**config.mk**
```make
export PLATFORM = sky130hd
export DESIGN_NAME = base64_stream_decoder
export DESIGN_NICKNAME = d
export VERILOG_FILES = /design/src/b64d_pkg.sv /design/src/b64d_step.sv /design/src/base64_stream_decoder.sv
export SDC_FILE = /design/constraint.sdc
export NUM_CORES = 1
export LEC_CHECK = 0
export BUFFER_PORTS_ARGS = -buffer_cell sky130_fd_sc_hd__buf_2
export CAP_MARGIN = 20
export CELL_PAD_IN_SITES_DETAIL_PLACEMENT = 1
export CELL_PAD_IN_SITES_GLOBAL_PLACEMENT = 2
export CORE_MARGIN = 8
export CORE_UTILIZATION = 41
export DETAILED_ROUTE_END_ITERATION = 12
export GPL_TIMING_DRIVEN = 0
export PLACE_DENSITY = 0.86
export RECOVER_POWER = 25
export SLEW_MARGIN = 20
export SYNTH_ARGS = -nofsm -noshare
export SYNTH_HDL_FRONTEND = slang
export SYNTH_SLANG_ARGS = --single-unit
```
**constraint.sdc**
```tcl
create_clock -name clock -period 11.07 [get_ports clock]
set_input_delay 2.214 -clock clock [delete_from_list [all_inputs] [get_ports clock]]
set_output_delay 2.214 -clock clock [all_outputs]
set_load 0.02 [all_outputs]
```
**src/b64d_pkg.sv**
```systemverilog
`default_nettype none
package b64d_pkg;

   localparam logic [7:0] PAD_CHAR   = 8'h3D;
   localparam logic [7:0] SPACE_CHAR = 8'h20;
   localparam logic [7:0] TAB_CHAR   = 8'h09;
   localparam logic [7:0] CR_CHAR    = 8'h0D;

   localparam logic [1:0] PHASE_0 = 2'd0;
   localparam logic [1:0] PHASE_1 = 2'd1;
   localparam logic [1:0] PHASE_2 = 2'd2;
   localparam logic [1:0] PHASE_3 = 2'd3;

   typedef struct packed {
      logic [1:0]  group_phase;
      logic [5:0]  held_sextet;
      logic        pad_pending;
      logic        pad_done;
      logic        data_started;
      logic [15:0] space_run;
      logic [15:0] trimmed_length;
      logic [15:0] bytes_out;
      logic        error_seen;
   } dec_state_type;

   typedef struct packed {
      logic        produce;
      logic        byte_valid;
      logic [7:0]  data_byte;
      logic        final_res;
      logic        error;
      logic [15:0] byte_count;
   } dec_result_type;

   localparam dec_state_type STATE_RESET = '{
      group_phase:    PHASE_0,
      held_sextet:    6'd0,
      pad_pending:    1'b0,
      pad_done:       1'b0,
      data_started:   1'b0,
      space_run:      16'd0,
      trimmed_length: 16'd0,
      bytes_out:      16'd0,
      error_seen:     1'b0
   };

   // space, tab, LF, VT, FF, CR
   function automatic logic is_blank(input logic [7:0] c);
      return (c == SPACE_CHAR) || ((c >= TAB_CHAR) && (c <= CR_CHAR));
   endfunction

   // bit 6: character is in the alphabet, bits 5:0: its value
   function automatic logic [6:0] sextet_of(input logic [7:0] c);
      logic [6:0] r;
      r = 7'd0;
      if (c >= 8'h41 && c <= 8'h5A) begin
         r = {1'b1, 6'(c - 8'h41)};
      end else if (c >= 8'h61 && c <= 8'h7A) begin
         r = {1'b1, 6'(c - 8'h47)};
      end else if (c >= 8'h30 && c <= 8'h39) begin
         r = {1'b1, 6'(c + 8'h04)};
      end else if (c == 8'h2B) begin
         r = {1'b1, 6'd62};
      end else if (c == 8'h2F) begin
         r = {1'b1, 6'd63};
      end
      return r;
   endfunction

endpackage
`default_nettype wire

```
**src/b64d_step.sv**
```systemverilog
`default_nettype none
module b64d_step
   import b64d_pkg::*;
#(
   parameter int MAX_TEXT_LEN = 65535
) (
   input  wire logic [7:0]     char_in,
   input  wire logic           last_in,
   input  wire logic [15:0]    capacity,
   input  wire dec_state_type  cur,
   output dec_state_type       nxt,
   output dec_result_type      res
);

   localparam logic [16:0] MAX_LEN = 17'(MAX_TEXT_LEN);

   logic [6:0]  sx;
   logic [5:0]  s;
   logic        s_ok;
   logic        is_pad;
   logic [16:0] len_sum;
   logic        hb;
   logic [7:0]  b;
   logic [13:0] quads;
   logic [16:0] need;
   logic        bad;
   dec_state_type upd;

   assign sx     = sextet_of(char_in);
   assign s_ok   = sx[6];
   assign s      = sx[5:0];
   assign is_pad = (char_in == PAD_CHAR);

   assign len_sum = {1'b0, cur.trimmed_length} + {1'b0, cur.space_run} + 17'd1;

   always_comb begin
      upd = cur;
      hb  = 1'b0;
      b   = 8'd0;
      if (is_blank(char_in)) begin
         if (cur.data_started && ({1'b0, cur.space_run} < MAX_LEN)) begin
            upd.space_run = cur.space_run + 16'd1;
         end
      end else begin
         if (cur.data_started && (cur.space_run != 16'd0) && !cur.pad_done) begin
            upd.error_seen = 1'b1;
         end
         upd.data_started = 1'b1;
         if (len_sum > MAX_LEN) begin
            upd.trimmed_length = MAX_LEN[15:0];
            upd.error_seen     = 1'b1;
         end else begin
            upd.trimmed_length = len_sum[15:0];
         end
         upd.space_run = 16'd0;
         if (!cur.pad_done && !upd.error_seen) begin
            if (cur.pad_pending) begin
               upd.pad_pending = 1'b0;
               if (is_pad) upd.pad_done = 1'b1;
               else upd.error_seen = 1'b1;
            end else begin
               case (cur.group_phase)
                  PHASE_0: begin
                     if (!s_ok) begin
                        upd.error_seen = 1'b1;
                     end else begin
                        upd.held_sextet = s;
                        upd.group_phase = PHASE_1;
                     end
                  end
                  PHASE_1: begin
                     if (!s_ok) begin
                        upd.error_seen = 1'b1;
                     end else begin
                        b               = {cur.held_sextet, s[5:4]};
                        hb              = 1'b1;
                        upd.held_sextet = s;
                        upd.group_phase = PHASE_2;
                     end
                  end
                  PHASE_2: begin
                     if (is_pad) begin
                        upd.pad_pending = 1'b1;
                     end else if (!s_ok) begin
                        upd.error_seen = 1'b1;
                     end else begin
                        b               = {cur.held_sextet[3:0], s[5:2]};
                        hb              = 1'b1;
                        upd.held_sextet = s;
                        upd.group_phase = PHASE_3;
                     end
                  end
                  default: begin
                     if (is_pad) begin
                        upd.pad_done = 1'b1;
                     end else if (!s_ok) begin
                        upd.error_seen = 1'b1;
                     end else begin
                        b               = {cur.held_sextet[1:0], s};
                        hb              = 1'b1;
                        upd.group_phase = PHASE_0;
                     end
                  end
               endcase
            end
            if (hb) upd.bytes_out = cur.bytes_out + 16'd1;
         end
      end
   end

   // length/4*3+1 against the destination size
   assign quads = upd.trimmed_length[15:2];
   assign need  = {2'b00, quads, 1'b0} + {3'b000, quads} + 17'd1;
   assign bad   = upd.error_seen || upd.pad_pending || (upd.trimmed_length[1:0] != 2'd0) ||
                  (need > {1'b0, capacity});

   always_comb begin
      nxt            = last_in ? STATE_RESET : upd;
      res.produce    = hb || last_in;
      res.byte_valid = hb;
      res.data_byte  = b;
      res.final_res  = last_in;
      res.error      = last_in && bad;
      res.byte_count = upd.bytes_out;
   end

endmodule
`default_nettype wire

```
**src/base64_stream_decoder.sv**
```systemverilog
// Channel   Direction  Handshake             Payload
// req       in         req_valid/req_stall   req_in_char, req_last_char
// rsp       out        rsp_valid/rsp_stall   rsp_byte_valid, rsp_data_byte, rsp_final_res,
//                                            rsp_error, rsp_byte_count
// csr       in         csr_wr_en             csr_wr_data (out_capacity)
//
// One character per cycle while the response side does not stall; a request passes the
// input register, then is decoded into the response register.
// Characters that produce no response retire without touching the response register.
// A stalled response holds the decode stage only when the next character needs a slot.
// Synchronous reset clears all control state and sets out_capacity to 65535.
`default_nettype none
module base64_stream_decoder
   import b64d_pkg::*;
#(
   parameter int MAX_TEXT_LEN = 65535
) (
   input  wire logic        clock,
   input  wire logic        reset,
   input  wire logic        req_valid,
   output      logic        req_stall,
   input  wire logic [7:0]  req_in_char,
   input  wire logic        req_last_char,
   output      logic        rsp_valid,
   input  wire logic        rsp_stall,
   output      logic        rsp_byte_valid,
   output      logic [7:0]  rsp_data_byte,
   output      logic        rsp_final_res,
   output      logic        rsp_error,
   output      logic [15:0] rsp_byte_count,
   input  wire logic        csr_wr_en,
   input  wire logic [15:0] csr_wr_data
);

   logic           in_valid_ff;
   logic           in_valid_in;
   logic [7:0]     in_char_ff;
   logic           in_last_ff;
   logic           in_load;
   logic [15:0]    capacity_ff;
   dec_state_type  state_ff;
   dec_state_type  state_in;
   dec_result_type res;
   logic           out_free;
   logic           fire;
   logic           rsp_valid_ff;
   logic           rsp_valid_in;
   dec_result_type rsp_ff;

   b64d_step #(
      .MAX_TEXT_LEN(MAX_TEXT_LEN)
   ) u_step (
      .char_in  (in_char_ff),
      .last_in  (in_last_ff),
      .capacity (capacity_ff),
      .cur      (state_ff),
      .nxt      (state_in),
      .res      (res)
   );

   assign out_free    = !rsp_valid_ff || !rsp_stall;
   // retire the held request unless it needs the response slot and the slot is full and stalled
   assign fire        = in_valid_ff && (!res.produce || out_free);
   assign in_load     = !in_valid_ff || fire;
   assign req_stall   = !in_load;
   assign in_valid_in = in_load ? req_valid : in_valid_ff;

   always_comb begin
      rsp_valid_in = rsp_valid_ff && rsp_stall;
      if (fire && res.produce) rsp_valid_in = 1'b1;
   end

   always_ff @(posedge clock) begin
      if (reset) begin
         in_valid_ff  <= 1'b0;
         rsp_valid_ff <= 1'b0;
         state_ff     <= STATE_RESET;
         capacity_ff  <= 16'hFFFF;
      end else begin
         in_valid_ff  <= in_valid_in;
         rsp_valid_ff <= rsp_valid_in;
         if (fire) state_ff <= state_in;
         if (csr_wr_en) capacity_ff <= csr_wr_data;
      end
   end

   always_ff @(posedge clock) begin
      if (in_load && req_valid) begin
         in_char_ff <= req_in_char;
         in_last_ff <= req_last_char;
      end
      if (fire && res.produce) rsp_ff <= res;
   end

   assign rsp_valid      = rsp_valid_ff;
   assign rsp_byte_valid = rsp_ff.byte_valid;
   assign rsp_data_byte  = rsp_ff.data_byte;
   assign rsp_final_res  = rsp_ff.final_res;
   assign rsp_error      = rsp_ff.error;
   assign rsp_byte_count = rsp_ff.byte_count;

   a_err_only_final: assert property (@(posedge clock) disable iff (reset)
      rsp_valid_ff |-> (!rsp_ff.error || rsp_ff.final_res))
      else $error("error flag on a non-final response");

   a_idle_byte_zero: assert property (@(posedge clock) disable iff (reset)
      rsp_valid_ff && !rsp_ff.byte_valid |-> (rsp_ff.data_byte == 8'd0))
      else $error("data byte set without byte_valid");

   a_final_clears: assert property (@(posedge clock) disable iff (reset)
      fire && in_last_ff |=> (!state_ff.data_started && (state_ff.trimmed_length == 16'd0)
                              && (state_ff.bytes_out == 16'd0)))
      else $error("state not cleared after final character");

   a_pad_exclusive: assert property (@(posedge clock) disable iff (reset)
      state_ff.pad_done |-> !state_ff.pad_pending)
      else $error("pad pending after padding finished");

   a_no_silent_drop: assert property (@(posedge clock) disable iff (reset)
      in_valid_ff && res.produce && rsp_valid_ff && rsp_stall |=> in_valid_ff)
      else $error("request retired while response slot was full");

endmodule
`default_nettype wire

```
== Word-level counts from Yosys, hierarchy flattened ==
Cells that the tools add are included.
Word-level totals
  flip-flop bits (word level): 114
  input bits: 30
  output and inout bits: 29
  word-level logic and storage cells: 148
Operators by class
  add/sub/neg operators: 9
  $lt $le $gt $ge: 11
  eq/ne operators: 15
  muxes and demuxes: 51
  bitwise gates (word level): 1
  reduce and logical (&&, ||, !) cells: 42
Operator list (count)
  2-to-1 mux 8 bit: 10
  2-to-1 mux 16 bit: 4
  2-to-1 mux 60 bit: 1
  2-to-1 mux 7 bit: 5
  adder 17 x 1 -> 17 bit (second input constant): 2
  2-to-1 mux 33 bit: 1
  adder 16 x 1 -> 16 bit (second input constant): 2
  == test 8 x 6 -> 1 bit (second input constant): 4
  one-hot mux 8 bit (3 select lines): 1
  2-to-1 mux 1 bit: 20
  one-hot mux 6 bit (3 select lines): 1
  adder 16 x 16 -> 17 bit: 1
  greater-than comparator 17 x 16 -> 1 bit: 1
  greater-than comparator 17 x 16 -> 1 bit (second input constant): 1
  2-to-1 mux 17 bit: 1
  adder 15 x 14 -> 16 bit: 1
  greater-or-equal comparator 8 x 7 -> 1 bit (second input constant): 2
  <= comparator 8 x 7 -> 1 bit (second input constant): 2
  < comparator 16 bit (second input constant): 1
  nonzero test 16 bit: 1
  logical AND 1 bit: 13
  2-to-1 mux 11 bit: 1
  2-to-1 mux 10 bit: 1
  != test 3 x 2 -> 1 bit (second input constant): 3
  28 further kinds: 49

== Logic depth before layout (Yosys ltp) ==
  depth after elaboration: 20
  gate-level depth with buffers: 33
  mapped depth without buffers: 32

== By module ==
From an unflattened synthesis, not the netlist that was laid out.
Second synthesis, totals
  cell total of the unflattened synthesis: 1014
  area, all modules: 8743.4 um^2
Modules (own cells, without submodules)
  base64_stream_decoder: times used 1, cells each 361, area an instance 4459.3 um^2, sequential area each 2642.5 um^2
  b64d_step: times used 1, cells each 653, area an instance 4284.1 um^2, sequential area each 0.0 um^2

== Least setup slack after synthesis ==
Ideal clock, no wire load.
  path type: flip-flop to flip-flop
  from: register in_char_ff[2]
  to: register rsp_ff (netlist bit rsp_error) (data pin)
  setup time: 0.271 ns
  data arrival time: 5.771 ns
  data required time: 10.799 ns
  slack: 5.028 ns
  stages on the path, launching flop included: 31
  path buffers: 3
  period minus slack after synthesis: 6.042 ns
  cells stage by stage: edfxtp_1 > ha_1 > buf_2 > xnor2_1 > o221ai_1 > and2_1 > buf_2 > clkbuf_1 > o211ai_1 > o21ai_0 > inv_1 > ha_1 > fa_1 > a211oi_1 > nor2_1 > nor2_1 > and3b_1 > and2_1 > nand2_1 > or3_4 > nor2_1 > xnor2_1 > ha_1 > nor2b_1 > o21ai_0 > o21ai_0 > o21a_1 > o21ai_0 > a31oi_1 > o41ai_1 > o31ai_1
RTL lines
  start, declared: line base64_stream_decoder.sv:37  | logic [7:0] in_char_ff;
  start signal, assigned: line base64_stream_decoder.sv:89  | in_char_ff <= req_in_char;
  end signal, assigned: line base64_stream_decoder.sv:92  | if (fire && res.produce) rsp_ff <= res;
  end, declared: line base64_stream_decoder.sv:48  | dec_result_type rsp_ff;

==> key figures <==
Final layout
  • Area grow syn2layout: 15.0%
  • N_diodes: 0
  • Register area: roughly 2600 um^2
  • Area of the multi-input gates: 4860 um^2
  • Fin util: 48.1%
  • Layout cell share with drive strength beyond 1: 10.4%
  • Filler instances: about 2300
  • Number of nets in the layout: between 1000 and 1500

Synth
  • Flops & latches, synth: between 100 and 150
  • Synth warn: 0
  • Synth top area share: 20.0%
  • Mapped Cells: 907
  • Synth unique cells: 85
  • Share of flip-flops with an asynchronous set or reset: 0%
  • Avg Cell Area, Syn: 8.62 um^2
  • Count leader, synth: nand2_1
  • Post-synth EDFFs: 36
  • Yosys top cell by area: dfxtp_1
  • Synth Flop Type: dfxtp_1
  • Seq/Total Area, Yosys: 33.8%
  • Post-synth top cells: nand2_1 (86), dfxtp_1 (78), nor2_1 (77)
  • Synthesized net count: about 1000
  • Netlist Area Pre-Place: around 7800 um^2
  • Area contributors post-synth: dfxtp_1 (20%), edfxtp_1 (14%), ha_1 (10%)

Floorplanning
  • Die height: about 150 um
  • Die area: roughly 24000 um^2
  • Initial Utilization: between 40% and 50%
  • CORE AREA: approximately 19000 um^2
  • Site Rows: 50
  • I/O Pins: 59
  • Width of the die: ~150 um

Hold path
  • Worst hold path depth: 1
  • Hold Path Class: register to register

STA
  • Clk_skew: around 0.0097 ns
  • Final Hold Vio Count: 0
  • Final setup fails: 0
  • Setup TNS: 0 ns
  • Final period util: between 70% and 80%
  • Unrepaired setup endpoints after global routing: no
  • Max Transition Viols Final: 0
  • Worst-Margin Slew: approximately 0.95 ns
  • Max Freq: between 100 and 150 MHz
  • Rel. slew slack: a little under two fifths
  • Post-route minimum period: just under 8 ns
  • Final WS setup: 3.23 ns

Setup path
  • Slowest cell on crit path: nor3_1
  • R2r worst-path depth: 30
  • Most used cell, CP: o21ai_0
  • Crit end category: register
  • Max Fanout on Critical Path: 10
  • CP Data Arrival Time: approximately 8.0 ns
  • CP required: between 10 and 15 ns
  • Setup CP Type: register to register
  • CP Launch Type: register
  • Crit-path max cell delay: approximately 0.58 ns

Power
  • Leakage: ~3.7 nW
  • Total power: about 1.1 mW
  • Pwr/cell area: around 120 nW/um^2
  • VDD IR max: 95.9 uV

Detailed routing
  • Detail-routed via count per cell: 5.84
  • Residual DRC: 0
  • 1st-iter DRT viols: 278
  • Routed Wire Length: 23900 um
  • Routed WL per cell: 19.4 um
  • Via count: 7198
  • Drt first pass iters: 4
  • Final ANT Viol Nets: 0

Clock tree
  • Root buffer cell: clkbuf_16
  • Cts repair resizes: 0
  • Clock-pin slew on the worst setup and hold paths: around 0.06 ns
  • Max Root-Sink Buffers: 2
  • Hold Buf Count CTS: 0
  • Post-CTS Setup Inserts: 0
  • Worst skew pair latency: 0.43 ns
  • CTS tree: built
  • # clock sinks: around 110
  • H-tree level count: 4
  • Clock buffer count from CTS: 17

Global route
  • Initial antenna violation count: 0
  • Largest net degree at the start of global routing: 25
  • Congestion Overflow GR: 0
  • First-pass GRT wire length: slightly below 40000 um
  • GRT Total Usage: between 20% and 30%
  • Vias in the first global route: between 7000 and 8000

Place
  • HPWL Detailed: about 18000 um
  • I/O Buffers: a little under 60
  • DP Worst Slack: 3.39 ns
  • GPL Wtd Cong: about 0.84

Outcome
  • Outcome: finished, final reports clean

Job
  • Max-cap viol count: 0
placed cells by master, fill, tap and decap left out, types with 12 or more instances in the layout:
cell type and count:
nor2_1 76, xnor2_1 35, clkbuf_1 45, ha_1 64, a21o_1 13, edfxtp_1 36, clkbuf_16 17, nand3_1 34
xor2_1 21, and3_1 26, a21oi_1 70, a31oi_1 17, nand2_1 86, nor3_1 21, o21a_1 12, o21ai_0 45
buf_2 46, o211ai_1 21, dfxtp_1 78, inv_1 41
through the flow:
stage | area [um^2] | cells | hold WS, ns
floorplan | 7820 | 907 | 0.432
global placement | 8400 | 1199 | 0.456
detailed placement | 8430 | 1200 | 0.462
CTS | 9020 | 1232 | 0.476
global route | 8990 | 1232 | 0.501
finish | 8990 | 1232 | 0.469
cells by family (layout without fill, tap and decap cells):
group                      after synthesis  after routing  synth area share [%]
buffers and inverters                   80            171                  4.13
xor gates and xnor gates                56             56                  6.28
adders and majority gates               66             66                  10.8
AOI/OAI and AO/OA                      277            277                  24.6
muxes                                    3              3                 0.416
DFF                                    114            114                  33.8
and+or+nand+nor                        311            311                  20.0
flip-flops by register name, summed over array words and instances, names as in the netlist:
register / count
state_ff: 60
rsp_valid: 1
capacity_ff: 16
rsp_data_byte: 8
in_last_ff: 1
rsp_final_res: 1
in_valid_ff: 1
rsp_byte_count: 16
in_char_ff: 8
rsp_byte_valid: 1
rsp_error: 1
routing by layer:
| layer | up-vias | GRT usage (%) | routed length [um] |
|---|---|---|---|
| li1 | 3531 | - | - |
| met4 | 0 | 6.67 | 398 |
| met2 | 129 | 32.6 | 11100 |
| met3 | 32 | 4.20 | 997 |
| met5 | - | 0 | 0 |
| met1 | 3506 | 26.7 | 11400 |
path summary, 6_finish.rpt:
check,startpoint,endpoint,slack [ns]
hold / removal,state_ff[57],state_ff[57],0.47
hold reg to reg,state_ff[57],state_ff[57],0.47
setup / recovery,in_char_ff[1],rsp_error,3.23
setup reg to reg,in_char_ff[1],rsp_error,3.23
critical path, delay by kind of cell (launching register included):
kind                     cells  cell delay [ns]
flip-flops                   1             0.53
adder cells (fa/ha/maj)      4             1.49
AO/OA/AOI/OAI               12             2.37
buffers and inverters        4             1.21
AND/OR/NAND/NOR              8             1.68
XOR/XNOR                     2             0.29
report_power, final:
part	switching, mW	internal [mW]
logic	0.0724	0.0350
clock network	0.218	0.334
registers	0.00663	0.442
final cells by class:
cell class	count	area share, %
multi-input combinational	713	54.0
sequential	114	29.4
clock buffer	18	4.77
timing repair buffer	59	3.27
tap	234	3.26
buffer	38	1.84
inverter	42	1.75
clock inverter	14	1.70
Note: power is estimated with default switching activity, not from simulation.
